## config.mk

```make
export PLATFORM = sky130hd
export DESIGN_NAME = fan_curve_interpolator
export DESIGN_NICKNAME = d
export VERILOG_FILES = /design/src/hw/rtl/fci_pkg.sv /design/src/hw/rtl/fci_ctrl.sv /design/src/hw/rtl/fci_dp.sv /design/src/hw/rtl/fan_curve_interpolator.sv
export SDC_FILE = /design/constraint.sdc
export NUM_CORES = 1
export LEC_CHECK = 0
export BUFFER_PORTS_ARGS = -buffer_cell sky130_fd_sc_hd__buf_4
export CAP_MARGIN = 20
export CORE_MARGIN = 5
export CORE_UTILIZATION = 30
export DETAILED_ROUTE_END_ITERATION = 10
export PLACE_DENSITY_LB_ADDON = 0.15
export SLEW_MARGIN = 25
export SYNTH_ARGS = -nofsm -noshare
export SYNTH_HDL_FRONTEND = slang
export SYNTH_HIERARCHICAL = 1
export SYNTH_SLANG_ARGS = --single-unit
```

## constraint.sdc

```tcl
create_clock -name clk_i -period 13.5 [get_ports clk_i]
set_input_delay 3.375 -clock clk_i [delete_from_list [all_inputs] [get_ports clk_i]]
set_output_delay 3.375 -clock clk_i [all_outputs]
set_load 0.005 [all_outputs]
```

## src/hw/rtl/fci_pkg.sv

```systemverilog
// fci_pkg: shared types, curve constants and helpers for the fan curve interpolator
// used by fci_ctrl, fci_dp and fan_curve_interpolator; depends on nothing

package fci_pkg;

  // curve breakpoints: whole degrees and duty on a 0..255 scale
  localparam int unsigned CURVE_POINTS = 12;
  localparam int unsigned SEG_IDX_W    = $clog2(CURVE_POINTS);
  localparam int unsigned CENTI_PER_DEG = 100;
  localparam int unsigned DUTY_FULL    = 255;

  localparam logic [7:0] CURVE_DEG [CURVE_POINTS] = '{
    8'd35, 8'd36, 8'd38, 8'd40, 8'd42, 8'd44,
    8'd46, 8'd47, 8'd49, 8'd51, 8'd53, 8'd55
  };

  localparam logic [7:0] CURVE_DUTY [CURVE_POINTS] = '{
    8'd0,   8'd70,  8'd105, 8'd120, 8'd135, 8'd155,
    8'd165, 8'd180, 8'd190, 8'd205, 8'd230, 8'd255
  };

  // widths of the datapath
  localparam int unsigned TEMP_W  = 16;
  localparam int unsigned RELOAD_W = 16;
  localparam int unsigned DUTY_W  = 8;
  localparam int unsigned ACC_W   = TEMP_W + DUTY_W;   // duty times segment length
  localparam int unsigned DIV_DW  = ACC_W + 1;         // dividend width
  localparam int unsigned DIV_VW  = TEMP_W + 1;        // divisor width
  localparam int unsigned DIV_CNT_W = $clog2(DIV_DW + 1);

  // reciprocal of 255, exact for products below the saturation point
  localparam logic [15:0] RECIP_255   = 16'h8081;
  localparam int unsigned RECIP_SHIFT = 23;
  localparam int unsigned CMP_SAT_MIN = DUTY_FULL * 256;  // quotient exceeds 255 from here

  // breakpoint position in centidegrees
  function automatic logic [TEMP_W-1:0] point_centi(logic [SEG_IDX_W-1:0] idx);
    logic [TEMP_W-1:0] deg;
    deg = TEMP_W'(CURVE_DEG[idx]);
    return TEMP_W'(deg * TEMP_W'(CENTI_PER_DEG));
  endfunction

  // controller states
  typedef enum logic [3:0] {
    ST_IDLE,
    ST_CLAMP,
    ST_SEARCH,
    ST_MUL_LO,
    ST_MUL_HI,
    ST_DIV_INT,
    ST_WAIT_INT,
    ST_SCALE,
    ST_COMPARE,
    ST_DONE
  } state_e;

  // where the duty register takes its next value from
  typedef enum logic [2:0] {
    DUTY_HOLD,
    DUTY_FIRST,
    DUTY_LAST,
    DUTY_ZERO,
    DUTY_QUOT
  } duty_src_e;

  typedef struct packed {
    logic      load;
    logic      seg_step;
    logic      mul_lo;
    logic      mul_hi;
    logic      div_go;
    duty_src_e duty_src;
    logic      scale;
    logic      cmp_load;
    logic      out_load;
  } ctl_cmd_t;

  typedef struct packed {
    logic below_first;
    logic above_last;
    logic seg_hit;
    logic seg_last;
    logic div_done;
    logic out_free;
  } ctl_sts_t;

endpackage

```

## src/hw/rtl/fci_ctrl.sv

```systemverilog
// fci_ctrl: sequencing state machine for the fan curve interpolator
// depends on fci_pkg; drives fci_dp through ctl_cmd_t and reads ctl_sts_t

module fci_ctrl (
  input  logic              clk_i,
  input  logic              rst_ni,
  input  logic              in_valid_i,
  output logic              in_ready_o,
  input  fci_pkg::ctl_sts_t sts_i,
  output fci_pkg::ctl_cmd_t cmd_o
);

  fci_pkg::state_e state_q, state_d;

  // state register
  always_ff @(posedge clk_i or negedge rst_ni) begin
    if (!rst_ni) begin
      state_q <= fci_pkg::ST_IDLE;
    end else begin
      state_q <= state_d;
    end
  end

  // next state and commands
  always_comb begin
    state_d        = state_q;
    in_ready_o     = 1'b0;
    cmd_o          = '0;
    cmd_o.duty_src = fci_pkg::DUTY_HOLD;
    unique case (state_q)
      fci_pkg::ST_IDLE: begin
        in_ready_o = 1'b1;
        if (in_valid_i) begin
          cmd_o.load = 1'b1;
          state_d    = fci_pkg::ST_CLAMP;
        end
      end
      fci_pkg::ST_CLAMP: begin
        if (sts_i.below_first) begin
          cmd_o.duty_src = fci_pkg::DUTY_FIRST;
          state_d        = fci_pkg::ST_SCALE;
        end else if (sts_i.above_last) begin
          cmd_o.duty_src = fci_pkg::DUTY_LAST;
          state_d        = fci_pkg::ST_SCALE;
        end else begin
          state_d = fci_pkg::ST_SEARCH;
        end
      end
      // walk the segments one per cycle
      fci_pkg::ST_SEARCH: begin
        if (sts_i.seg_hit) begin
          state_d = fci_pkg::ST_MUL_LO;
        end else if (sts_i.seg_last) begin
          cmd_o.duty_src = fci_pkg::DUTY_ZERO;
          state_d        = fci_pkg::ST_SCALE;
        end else begin
          cmd_o.seg_step = 1'b1;
        end
      end
      fci_pkg::ST_MUL_LO: begin
        cmd_o.mul_lo = 1'b1;
        state_d      = fci_pkg::ST_MUL_HI;
      end
      fci_pkg::ST_MUL_HI: begin
        cmd_o.mul_hi = 1'b1;
        state_d      = fci_pkg::ST_DIV_INT;
      end
      fci_pkg::ST_DIV_INT: begin
        cmd_o.div_go = 1'b1;
        state_d      = fci_pkg::ST_WAIT_INT;
      end
      fci_pkg::ST_WAIT_INT: begin
        if (sts_i.div_done) begin
          cmd_o.duty_src = fci_pkg::DUTY_QUOT;
          state_d        = fci_pkg::ST_SCALE;
        end
      end
      fci_pkg::ST_SCALE: begin
        cmd_o.scale = 1'b1;
        state_d     = fci_pkg::ST_COMPARE;
      end
      // compare value from the reload product
      fci_pkg::ST_COMPARE: begin
        cmd_o.cmp_load = 1'b1;
        state_d        = fci_pkg::ST_DONE;
      end
      // hand the result to the output register once it is free
      fci_pkg::ST_DONE: begin
        if (sts_i.out_free) begin
          cmd_o.out_load = 1'b1;
          state_d        = fci_pkg::ST_IDLE;
        end
      end
      default: begin
        state_d = fci_pkg::ST_IDLE;
      end
    endcase
  end

endmodule

```

## src/hw/rtl/fci_dp.sv

```systemverilog
// fci_dp: datapath of the fan curve interpolator: segment walk, multiplies,
// restoring divider, reciprocal scaling, reload and output registers; depends on fci_pkg

module fci_dp (
  input  logic                            clk_i,
  input  logic                            rst_ni,
  input  fci_pkg::ctl_cmd_t               cmd_i,
  output fci_pkg::ctl_sts_t               sts_o,
  input  logic [fci_pkg::TEMP_W-1:0]      temp_i,
  input  logic                            cfg_we_i,
  input  logic [fci_pkg::RELOAD_W-1:0]    cfg_wdata_i,
  output logic                            out_valid_o,
  input  logic                            out_ready_i,
  output logic [fci_pkg::DUTY_W-1:0]      out_duty_o,
  output logic [fci_pkg::DUTY_W-1:0]      out_cmp_o
);

  localparam int unsigned TW  = fci_pkg::TEMP_W;
  localparam int unsigned KW  = fci_pkg::SEG_IDX_W;
  localparam int unsigned DW  = fci_pkg::DIV_DW;
  localparam int unsigned VW  = fci_pkg::DIV_VW;
  localparam int unsigned AW  = fci_pkg::ACC_W;
  localparam int unsigned YW  = fci_pkg::DUTY_W;
  localparam int unsigned CW  = fci_pkg::DIV_CNT_W;
  localparam logic [KW-1:0] LAST_PT  = KW'(fci_pkg::CURVE_POINTS - 1);
  localparam logic [KW-1:0] LAST_SEG = KW'(fci_pkg::CURVE_POINTS - 2);

  logic [TW-1:0]   temp_q;
  logic [KW-1:0]   seg_q;
  logic [KW-1:0]   seg_next;
  logic [TW-1:0]   seg_lo, seg_hi, seg_len, seg_off;
  logic [AW-1:0]   acc_q;
  logic [AW-1:0]   prod_q;
  logic [YW-1:0]   duty_q;
  logic [YW-1:0]   quot_sat;
  logic [YW-1:0]   cmp_q;
  logic [31:0]     recip_prod;
  logic [fci_pkg::RELOAD_W-1:0] reload_q;

  logic [DW-1:0]   div_quot_q;
  logic [VW-1:0]   div_rem_q;
  logic [VW-1:0]   div_dvs_q;
  logic [CW-1:0]   div_cnt_q;
  logic            div_busy_q;
  logic            div_done_q;
  logic [VW:0]     div_shift;
  logic            div_ge;

  logic            out_valid_q;
  logic [YW-1:0]   out_duty_q, out_cmp_q;

  // current segment bounds
  assign seg_next = seg_q + KW'(1);
  assign seg_lo   = fci_pkg::point_centi(seg_q);
  assign seg_hi   = fci_pkg::point_centi(seg_next);
  assign seg_len  = seg_hi - seg_lo;
  assign seg_off  = temp_q - seg_lo;

  // status toward the controller
  assign sts_o.below_first = temp_q <= fci_pkg::point_centi(KW'(0));
  assign sts_o.above_last  = temp_q >= fci_pkg::point_centi(LAST_PT);
  assign sts_o.seg_hit     = (seg_hi > seg_lo) && (temp_q >= seg_lo) && (temp_q <= seg_hi);
  assign sts_o.seg_last    = seg_q == LAST_SEG;
  assign sts_o.div_done    = div_done_q;
  assign sts_o.out_free    = !out_valid_q || out_ready_i;

  // quotient saturated to eight bits
  assign quot_sat = (|div_quot_q[DW-1:YW]) ? {YW{1'b1}} : div_quot_q[YW-1:0];

  // input capture and segment index
  always_ff @(posedge clk_i) begin
    if (cmd_i.load) begin
      temp_q <= temp_i;
      seg_q  <= '0;
    end else if (cmd_i.seg_step) begin
      seg_q <= seg_next;
    end
  end

  // weighted sum of the two end duties, one product per cycle
  always_ff @(posedge clk_i) begin
    if (cmd_i.mul_lo) begin
      acc_q <= AW'(fci_pkg::CURVE_DUTY[seg_q]) * AW'(seg_len - seg_off);
    end else if (cmd_i.mul_hi) begin
      acc_q <= acc_q + AW'(fci_pkg::CURVE_DUTY[seg_next]) * AW'(seg_off);
    end
  end

  // duty register
  always_ff @(posedge clk_i) begin
    case (cmd_i.duty_src)
      fci_pkg::DUTY_FIRST: duty_q <= fci_pkg::CURVE_DUTY[0];
      fci_pkg::DUTY_LAST:  duty_q <= fci_pkg::CURVE_DUTY[LAST_PT];
      fci_pkg::DUTY_ZERO:  duty_q <= '0;
      fci_pkg::DUTY_QUOT:  duty_q <= quot_sat;
      default:             duty_q <= duty_q;
    endcase
  end

  // duty times reload
  always_ff @(posedge clk_i) begin
    if (cmd_i.scale) begin
      prod_q <= AW'(duty_q) * AW'(reload_q);
    end
  end

  // floor of the product over 255 by reciprocal, saturated at 255
  assign recip_prod = 32'(prod_q[15:0]) * 32'(fci_pkg::RECIP_255);

  always_ff @(posedge clk_i) begin
    if (cmd_i.cmp_load) begin
      cmp_q <= (prod_q >= AW'(fci_pkg::CMP_SAT_MIN)) ? {YW{1'b1}}
                                                     : recip_prod[fci_pkg::RECIP_SHIFT +: YW];
    end
  end

  // reload register
  always_ff @(posedge clk_i or negedge rst_ni) begin
    if (!rst_ni) begin
      reload_q <= fci_pkg::RELOAD_W'(fci_pkg::DUTY_FULL);
    end else if (cfg_we_i) begin
      reload_q <= cfg_wdata_i;
    end
  end

  // restoring divider, one quotient bit per cycle
  assign div_shift = {div_rem_q, div_quot_q[DW-1]};
  assign div_ge    = div_shift >= {1'b0, div_dvs_q};

  always_ff @(posedge clk_i) begin
    if (cmd_i.div_go) begin
      div_rem_q  <= '0;
      div_quot_q <= {acc_q, 1'b0} + DW'(seg_len);
      div_dvs_q  <= {seg_len, 1'b0};
    end else if (div_busy_q) begin
      div_quot_q <= {div_quot_q[DW-2:0], div_ge};
      div_rem_q  <= div_ge ? VW'(div_shift - {1'b0, div_dvs_q}) : div_shift[VW-1:0];
    end
  end

  always_ff @(posedge clk_i or negedge rst_ni) begin
    if (!rst_ni) begin
      div_busy_q <= 1'b0;
      div_done_q <= 1'b0;
      div_cnt_q  <= '0;
    end else begin
      div_done_q <= div_busy_q && (div_cnt_q == CW'(1));
      if (cmd_i.div_go) begin
        div_busy_q <= 1'b1;
        div_cnt_q  <= CW'(DW);
      end else if (div_busy_q) begin
        div_cnt_q <= div_cnt_q - CW'(1);
        if (div_cnt_q == CW'(1)) begin
          div_busy_q <= 1'b0;
        end
      end
    end
  end

  // output register
  always_ff @(posedge clk_i) begin
    if (cmd_i.out_load) begin
      out_duty_q <= duty_q;
      out_cmp_q  <= cmp_q;
    end
  end

  always_ff @(posedge clk_i or negedge rst_ni) begin
    if (!rst_ni) begin
      out_valid_q <= 1'b0;
    end else if (cmd_i.out_load) begin
      out_valid_q <= 1'b1;
    end else if (out_ready_i) begin
      out_valid_q <= 1'b0;
    end
  end

  assign out_valid_o = out_valid_q;
  assign out_duty_o  = out_duty_q;
  assign out_cmp_o   = out_cmp_q;

endmodule

```

## src/hw/rtl/fan_curve_interpolator.sv

```systemverilog
// Fan curve interpolator: maps a temperature in centidegrees through a
// 12-point fan curve to a duty level and a PWM compare value.
// Input beat on s_axis: tdata[15:0] = temperature in 0.01 degrees C.
// Output beat on m_axis: tdata[7:0] = duty level, tdata[15:8] = compare value.
// cfg_we_i/cfg_wdata_i write the 16-bit timer reload; write only while idle.
// One item at a time: s_axis_tready is high only while the controller idles.
// Below or above the curve an item skips to the reload product; on the curve
// it first passes a segment walk of one segment per cycle, two multiplies
// and a restoring divider for the interpolation. Then come the reload
// product and the scaling by a reciprocal of 255.
// A new item is taken only once the last one has been handed to the output
// register.
// A finished result sits in the output register; the next input beat is
// taken while it waits, and if the receiver still stalls when that item is
// done, the controller holds it until the output register frees.
// Reset clears the controller, divider and output valid and sets the timer
// reload to 255.

module fan_curve_interpolator (
  input  logic        clk_i,
  input  logic        rst_ni,
  // config
  input  logic        cfg_we_i,
  input  logic [15:0] cfg_wdata_i,
  // input stream
  input  logic        s_axis_tvalid,
  output logic        s_axis_tready,
  input  logic [15:0] s_axis_tdata,   // [15:0] temp_centideg
  // output stream
  output logic        m_axis_tvalid,
  input  logic        m_axis_tready,
  output logic [15:0] m_axis_tdata    // [7:0] duty_level, [15:8] compare_value
);

  fci_pkg::ctl_cmd_t cmd;
  fci_pkg::ctl_sts_t sts;
  logic [fci_pkg::DUTY_W-1:0] duty, cmp;

  // sequencer
  fci_ctrl u_ctrl (
    .clk_i      (clk_i),
    .rst_ni     (rst_ni),
    .in_valid_i (s_axis_tvalid),
    .in_ready_o (s_axis_tready),
    .sts_i      (sts),
    .cmd_o      (cmd)
  );

  // datapath
  fci_dp u_dp (
    .clk_i       (clk_i),
    .rst_ni      (rst_ni),
    .cmd_i       (cmd),
    .sts_o       (sts),
    .temp_i      (s_axis_tdata),
    .cfg_we_i    (cfg_we_i),
    .cfg_wdata_i (cfg_wdata_i),
    .out_valid_o (m_axis_tvalid),
    .out_ready_i (m_axis_tready),
    .out_duty_o  (duty),
    .out_cmp_o   (cmp)
  );

  assign m_axis_tdata = {cmp, duty};

endmodule

```

==> results of run 1 <==
==> cells by family (layout without fill, tap and decap cells) <==
| logic type | after synthesis | after routing | synth area share (%) |
|---|---|---|---|
| buf+inv | 515 | 543 | 7.69 |
| xor+xnor | 165 | 165 | 5.77 |
| flops | 184 | 184 | 20.4 |
| compound gates | 394 | 394 | 9.78 |
| simple gates | 802 | 802 | 14.7 |
| fa+ha+maj | 617 | 617 | 39.3 |
| other cells | 0 | 1 | 0 |
| mux | 55 | 55 | 2.34 |
==> layout make-up <==
| type | count | area, um2 | area share, % |
|---|---|---|---|
| Tap cell | 1134 | 1420 | 5.12 |
| Antenna cell | 1 | 2.50 | 0.00904 |
| Clock buffer | 18 | 450 | 1.63 |
| Timing Repair Buffer | 73 | 548 | 1.98 |
| Sequential cell | 184 | 5190 | 18.7 |
| Multi-Input combinational cell | 2033 | 18300 | 66.1 |
| Inverter | 438 | 1640 | 5.94 |
| Clock inverter | 14 | 148 | 0.533 |
==> metrics by stage <==
step	cells	setup slack, ns
2_1_floorplan	2732	3.08
3_3_place_gp	3862	2.02
3_5_place_dp	3862	1.79
4_1_cts	3894	1.67
5_1_grt	3894	0.776
6_report	3895	1.56
==> worst register-to-register path, delay by kind of cell (launching register included) <==
family | cells | cell delay, ns
adders and majority gates | 11 | 4.60
xor gates and xnor gates | 5 | 1.51
muxes | 1 | 0.19
DFF | 1 | 0.72
AOI/OAI and AO/OA | 16 | 2.84
and+or+nand+nor | 8 | 1.21
buffers and inverters | 7 | 0.67
==> metal layers <==
metal / part of all wire [%] / routed length [um]
met4: 1.8 / 1270
met5: 0 / 0
met2: 46 / 31500
met3: 3.4 / 2320
met1: 49 / 33800
==> final timing paths <==
kind	from	end	depth (start not counted)
max in group asynchronous	rst_ni	u_dp/reload_q[4]	1
worst min register to register	u_dp/cmp_q[2]	u_dp/out_cmp_o[2]	0
worst max-delay path	u_dp/seg_q[0]	u_dp/acc_q[23]	48
min in group asynchronous	rst_ni	u_dp/reload_q[9]	1
worst min-delay path	u_dp/cmp_q[2]	u_dp/out_cmp_o[2]	0
worst max register to register	u_dp/seg_q[0]	u_dp/acc_q[23]	48
==> synth_stat cells (all sizes together) (5+ instances only) <==
library cell / n
nand4: 16
dfxtp: 21
xor2: 56
a31oi: 12
edfxtp: 135
o211ai: 9
mux2: 35
o21a: 23
or2: 10
nand3: 27
o21ai: 88
inv: 437
mux2i: 20
nor3: 25
buf: 9
or3: 12
o31ai: 6
a31o: 5
xnor2: 109
nor2: 250
ha: 316
a21o: 42
a211oi: 20
nor4: 10
and3: 10
o21bai: 15
dfstp: 8
a21boi: 5
nand2b: 54
and2: 68
a21oi: 129
o31a: 7
fa: 299
dfrtp: 20
nand2: 270
clkbuf: 68
nor2b: 30
==> flip-flops by register name, indices dropped and copies added (netlist names), 5 cells and up <==
name             count
u_dp/div_cnt_q       5
u_dp/out_cmp_o       8
u_dp/reload_q       16
u_dp/div_rem_q      17
u_dp/out_duty_o      8
u_dp/prod_q         24
u_dp/acc_q          24
u_dp/duty_q          8
u_dp/div_quot_q     25
u_dp/temp_q         16
u_dp/cmp_q           8
u_dp/div_dvs_q      14
==> impl_metrics.env, run 1 <==
export IMPL_maxCapViolations=0
export IMPL_critPathArrivalTime_ns=12.27
export IMPL_io_pins=55
export IMPL_critPathRequiredTime_ns=13.83
export IMPL_wl_per_cell_um=17.7
export IMPL_initial_core_util_pct=30.3
export IMPL_slew_headroom_pct=27.0
export IMPL_syn_num_nets=3384
export IMPL_r2r_slack_ns=1.56
export IMPL_avgSynthCellArea_um2=9.29
export IMPL_post_cts_buffers=0
export IMPL_viasPerCell=4.80
export IMPL_cts_tree="yes"
export IMPL_crit_path_start_kind="flip-flop"
export IMPL_rows=106
export IMPL_fin_worst_skew_ns=0.0161
export IMPL_gp_congestion=0.864
export IMPL_synthTopCellsByArea="fa_1 24%, edfxtp_1 16%, ha_1 16%"
export IMPL_rsz0062_at_grt="no"
export IMPL_outcome="complete, no violations"
export IMPL_yosysTopAreaCell="fa_1"
export IMPL_cts_max_level=4
export IMPL_final_util_pct=33.0
export IMPL_cpLargestDelayFamily="adder cells"
export IMPL_ys_flop_type="edfxtp_1"
export IMPL_grt_overflow_total=0
export IMPL_die_area_mm2=0.0905
export IMPL_met1_usage_pct=22.2
export IMPL_fmaxAchievable_ghz=0.0837
export IMPL_grt_max_degree=74
export IMPL_synth_cell_types=84
export IMPL_max_stage_delay_ns=0.72
export IMPL_port_buffers=54
export IMPL_critPathSlowestCell="dfxtp_1"
export IMPL_filler_cell_count=8625
export IMPL_ys_ff_latch=184
export IMPL_end_kind="flip-flop"
export IMPL_path_buf_inv=7
export IMPL_antenna_found_initial=0
export IMPL_syn_inst=2732
export IMPL_worst_path_max_fanout=14
export IMPL_grtUsageMet2_pct=24.7
export IMPL_final_cell_mix="435 x inv_1, 316 x ha_1, 299 x fa_1"
export IMPL_hold_viol=0
export IMPL_dieWidth_um=301
export IMPL_postLayoutCellArea_mm2=0.0277
export IMPL_ctsResizeCount=0
export IMPL_hold_ws_ns=0.423
export IMPL_yosysSeqAreaShare_pct=20.4
export IMPL_layout_commonest_cell="inv_1"
export IMPL_grt_pass1_vias=19500
export IMPL_ys_async_sr_fraction_pct=15.2
export IMPL_place_area_mm2=0.0271
export IMPL_finalSetupViolCount=0
export IMPL_yosysWarningCount=6
export IMPL_hpwlAfterDp_um=57300
export IMPL_die_h_um=301
export IMPL_cts_sinks=184
export IMPL_track_usage_pct=15.5
export IMPL_dr_total_vias=18700
export IMPL_yosysTopAreaCellShare_pct=23.6
export IMPL_cts_hold_buf=0
export IMPL_worstMarginPinSlew_ns=1.09
export IMPL_fin_crit_sh_pct=88.5
export IMPL_nNetsFinal=3399
export IMPL_post_route_min_period_ns=11.94
export IMPL_synth_edf_count=135
export IMPL_busiest_layer="met2"
export IMPL_wl_um=68900
export IMPL_syn2layout_area_growth_pct=9.15
export IMPL_path_class="reg -> reg"
export IMPL_slew_violations=0
export IMPL_grt_pass1_wl_um=110000
export IMPL_root_buffer="clkbuf_16"
export IMPL_tns_ns=0
export IMPL_syn_area_mm2=0.0254
export IMPL_drive_above_1_share_pct=6.88
export IMPL_drt_iter0_drc=1038
export IMPL_ant_nets=0
export IMPL_drc=0
export IMPL_clkLatencyLatePin_ns=0.50
export IMPL_numCtsBuffers=17
export IMPL_coreArea_mm2=0.0838
export IMPL_drt_pass1_iterations=5
export IMPL_use_met3_pct=2.37
export IMPL_cts_buffer_depth=2
export IMPL_min_path_type="reg -> reg"
export IMPL_cts_clk_slew_worst_paths_ns=0.09
Power of run 1 is left out: the tool's default activity adds up to more than one toggle a clock period on the data nets, which glitch-free logic cannot reach.
==> inputs of run 2 (changes only) <==
- CTS_CLUSTER_SIZE: unset -> 10
- GPL_ROUTABILITY_DRIVEN: unset -> 0
- RECOVER_POWER: unset -> 25
==> run 2 against run 1 <==
The flow now finishes with violations (max-capacitance violations, max-slew violations). Core utilization fell by 0.069 points. Non-clock buffer count is 3 higher. Via count hardly changed. Register-to-register slack improved by 0.08 ns. Sequential share of layout area is essentially flat. Final area decreased by 0.21%. Worst setup slack improved by 0.077 ns. First-iteration DRC count up 11%. Sequential cell count did not move. Die area is the same. Fmax is 0.65% higher. Largest cell class unchanged. Highest routed layer unchanged.
==> impl_metrics.env, run 2 (synthesized netlist as in run 1, its figures left out) <==
export IMPL_outcome="finished with violations"
export IMPL_violations="max-capacitance violations, max-slew violations"
export IMPL_ant_nets=0
export IMPL_min_path_type="reg -> reg"
export IMPL_tns_ns=0
export IMPL_coreArea_mm2=0.0838
export IMPL_cts_buffer_depth=2
export IMPL_io_pins=55
export IMPL_top_regs="u_dp/div_quot_q (25), u_dp/acc_q (24), u_dp/prod_q (24)"
export IMPL_dieWidth_um=301
export IMPL_hpwlAfterDp_um=57100
export IMPL_wl_per_cell_um=17.7
export IMPL_post_cts_buffers=0
export IMPL_seq_area_mm2=0.00519
export IMPL_fin_worst_skew_ns=0.0179
export IMPL_whs_endpoint="u_dp/out_cmp_o[2]"
export IMPL_slew_violations=146
export IMPL_hp_start="u_dp/cmp_q[2]"
export IMPL_busiest_layer="met2"
export IMPL_grt_pass1_vias=19600
export IMPL_die_h_um=301
export IMPL_maxCapViolations=3
export IMPL_viasPerCell=4.81
export IMPL_filler_cell_count=8763
export IMPL_timing_rr_end="u_dp/acc_q[23]"
export IMPL_post_route_min_period_ns=11.86
export IMPL_regMostFlops="u_dp/div_quot_q"
export IMPL_drc=0
export IMPL_track_usage_pct=15.5
export IMPL_port_buffers=54
export IMPL_drive_above_1_share_pct=6.51
export IMPL_max_stage_delay_ns=0.72
export IMPL_cts_sinks=184
export IMPL_use_met3_pct=2.12
export IMPL_largest_reg_flops=25
export IMPL_hold_viol=0
export IMPL_fin_cells=3897
export IMPL_ctsResizeCount=0
export IMPL_syn2layout_area_growth_pct=8.92
export IMPL_layout_commonest_cell="inv_1"
export IMPL_critPathSlowestCell="dfxtp_1"
export IMPL_cts_tree="yes"
export IMPL_grt_overflow_total=0
export IMPL_numCtsBuffers=17
export IMPL_root_buffer="clkbuf_16"
export IMPL_grt_pass1_wl_um=110000
export IMPL_worstMarginPinSlew_ns=3.48
export IMPL_wl_um=69000
export IMPL_slew_headroom_pct=-132
export IMPL_placed_cells_incl_taps=3865
export IMPL_timing_rr_start="u_dp/seg_q[0]"
export IMPL_grtUsageMet2_pct=24.9
export IMPL_rows=106
export IMPL_cts_clk_slew_worst_paths_ns=0.08
export IMPL_worst_path_max_fanout=14
export IMPL_crit_path_start_kind="flip-flop"
export IMPL_dr_total_vias=18700
export IMPL_critPathRequiredTime_ns=13.64
export IMPL_hold_ws_ns=0.422
export IMPL_n_antenna_cell=0
export IMPL_drt_iter0_drc=1153
export IMPL_fmaxAchievable_ghz=0.0843
export IMPL_clkLatencyLatePin_ns=0.49
export IMPL_cts_max_level=4
export IMPL_holdPathStages=0
export IMPL_r2r_slack_ns=1.64
export IMPL_rr_worst_depth=48
export IMPL_antenna_found_initial=1
export IMPL_fin_crit_sh_pct=87.9
export IMPL_multi_input_area_mm2=0.0183
export IMPL_initial_core_util_pct=30.3
export IMPL_die_area_mm2=0.0905
export IMPL_path_class="reg -> reg"
export IMPL_drt_pass1_iterations=5
export IMPL_met1_usage_pct=22.6
export IMPL_cts_hold_buf=0
export IMPL_grt_max_degree=74
export IMPL_rsz0062_at_grt="no"
export IMPL_final_cell_mix="435 x inv_1, 316 x ha_1, 299 x fa_1"
export IMPL_finalSetupViolCount=0
export IMPL_nNetsFinal=3402
export IMPL_critPathArrivalTime_ns=12.01
export IMPL_end_kind="flip-flop"
==> run 2: cell count changes in the layout (fill, tap and decap cells not counted), sizes merged <==
cell and change:
clkinv +3, diode -1, clkbuf +8, buf -4, clkinvlp -1, inv -3
==> run 2: stage by stage <==
stage,util (%),cell area (um2),worst slack (ns)
after floorplan,-,25400,3.08
after global placement,32.3,27100,2.05
after detailed placement,32.4,27100,1.79
after CTS,33.0,27700,1.72
after global routing,33.0,27600,0.703
final,33.0,27600,1.64
==> run 2: how the worst max path moves through the flow <==
stage	slack, ns	from	endpoint	depth (start not counted)
after floorplan	3.08	u_dp/seg_q[2]	u_dp/acc_q[23]	45
after global placement	2.05	u_dp/seg_q[0]	u_dp/acc_q[23]	47
after detailed placement	1.79	u_dp/seg_q[0]	u_dp/acc_q[23]	48
after CTS	1.72	u_dp/seg_q[0]	u_dp/acc_q[23]	48
after global routing	0.70	u_dp/seg_q[0]	u_dp/acc_q[23]	48
final	1.64	u_dp/seg_q[0]	u_dp/acc_q[23]	48
==> run 2: metal layers <==
layer  share of wire, %  wire (um)
met1                 50      34600
met2                 45      31400
met3                3.4       2330
met4                1.1        755
met5                  0          0
==> run 2: layout make-up <==
type	instances	area share [%]
Clock buffer	19	1.57
Multi-Input combinational cell	2033	66.2
Sequential cell	184	18.8
Inverter	438	5.95
Tap cell	1134	5.13
Timing Repair Buffer	76	1.97
Clock inverter	13	0.403
==> run 2: worst max-delay path, delay by kind of cell, from the launching register on <==
kind	cells	cell delay (ns)
buffers and inverters	7	0.64
AO/OA/AOI/OAI	16	2.75
AND/OR/NAND/NOR	8	1.15
adder cells (fa/ha/maj)	11	4.57
multiplexers	1	0.16
XOR/XNOR	5	1.48
flip-flops	1	0.72
Power of run 2 is left out for the same reason.
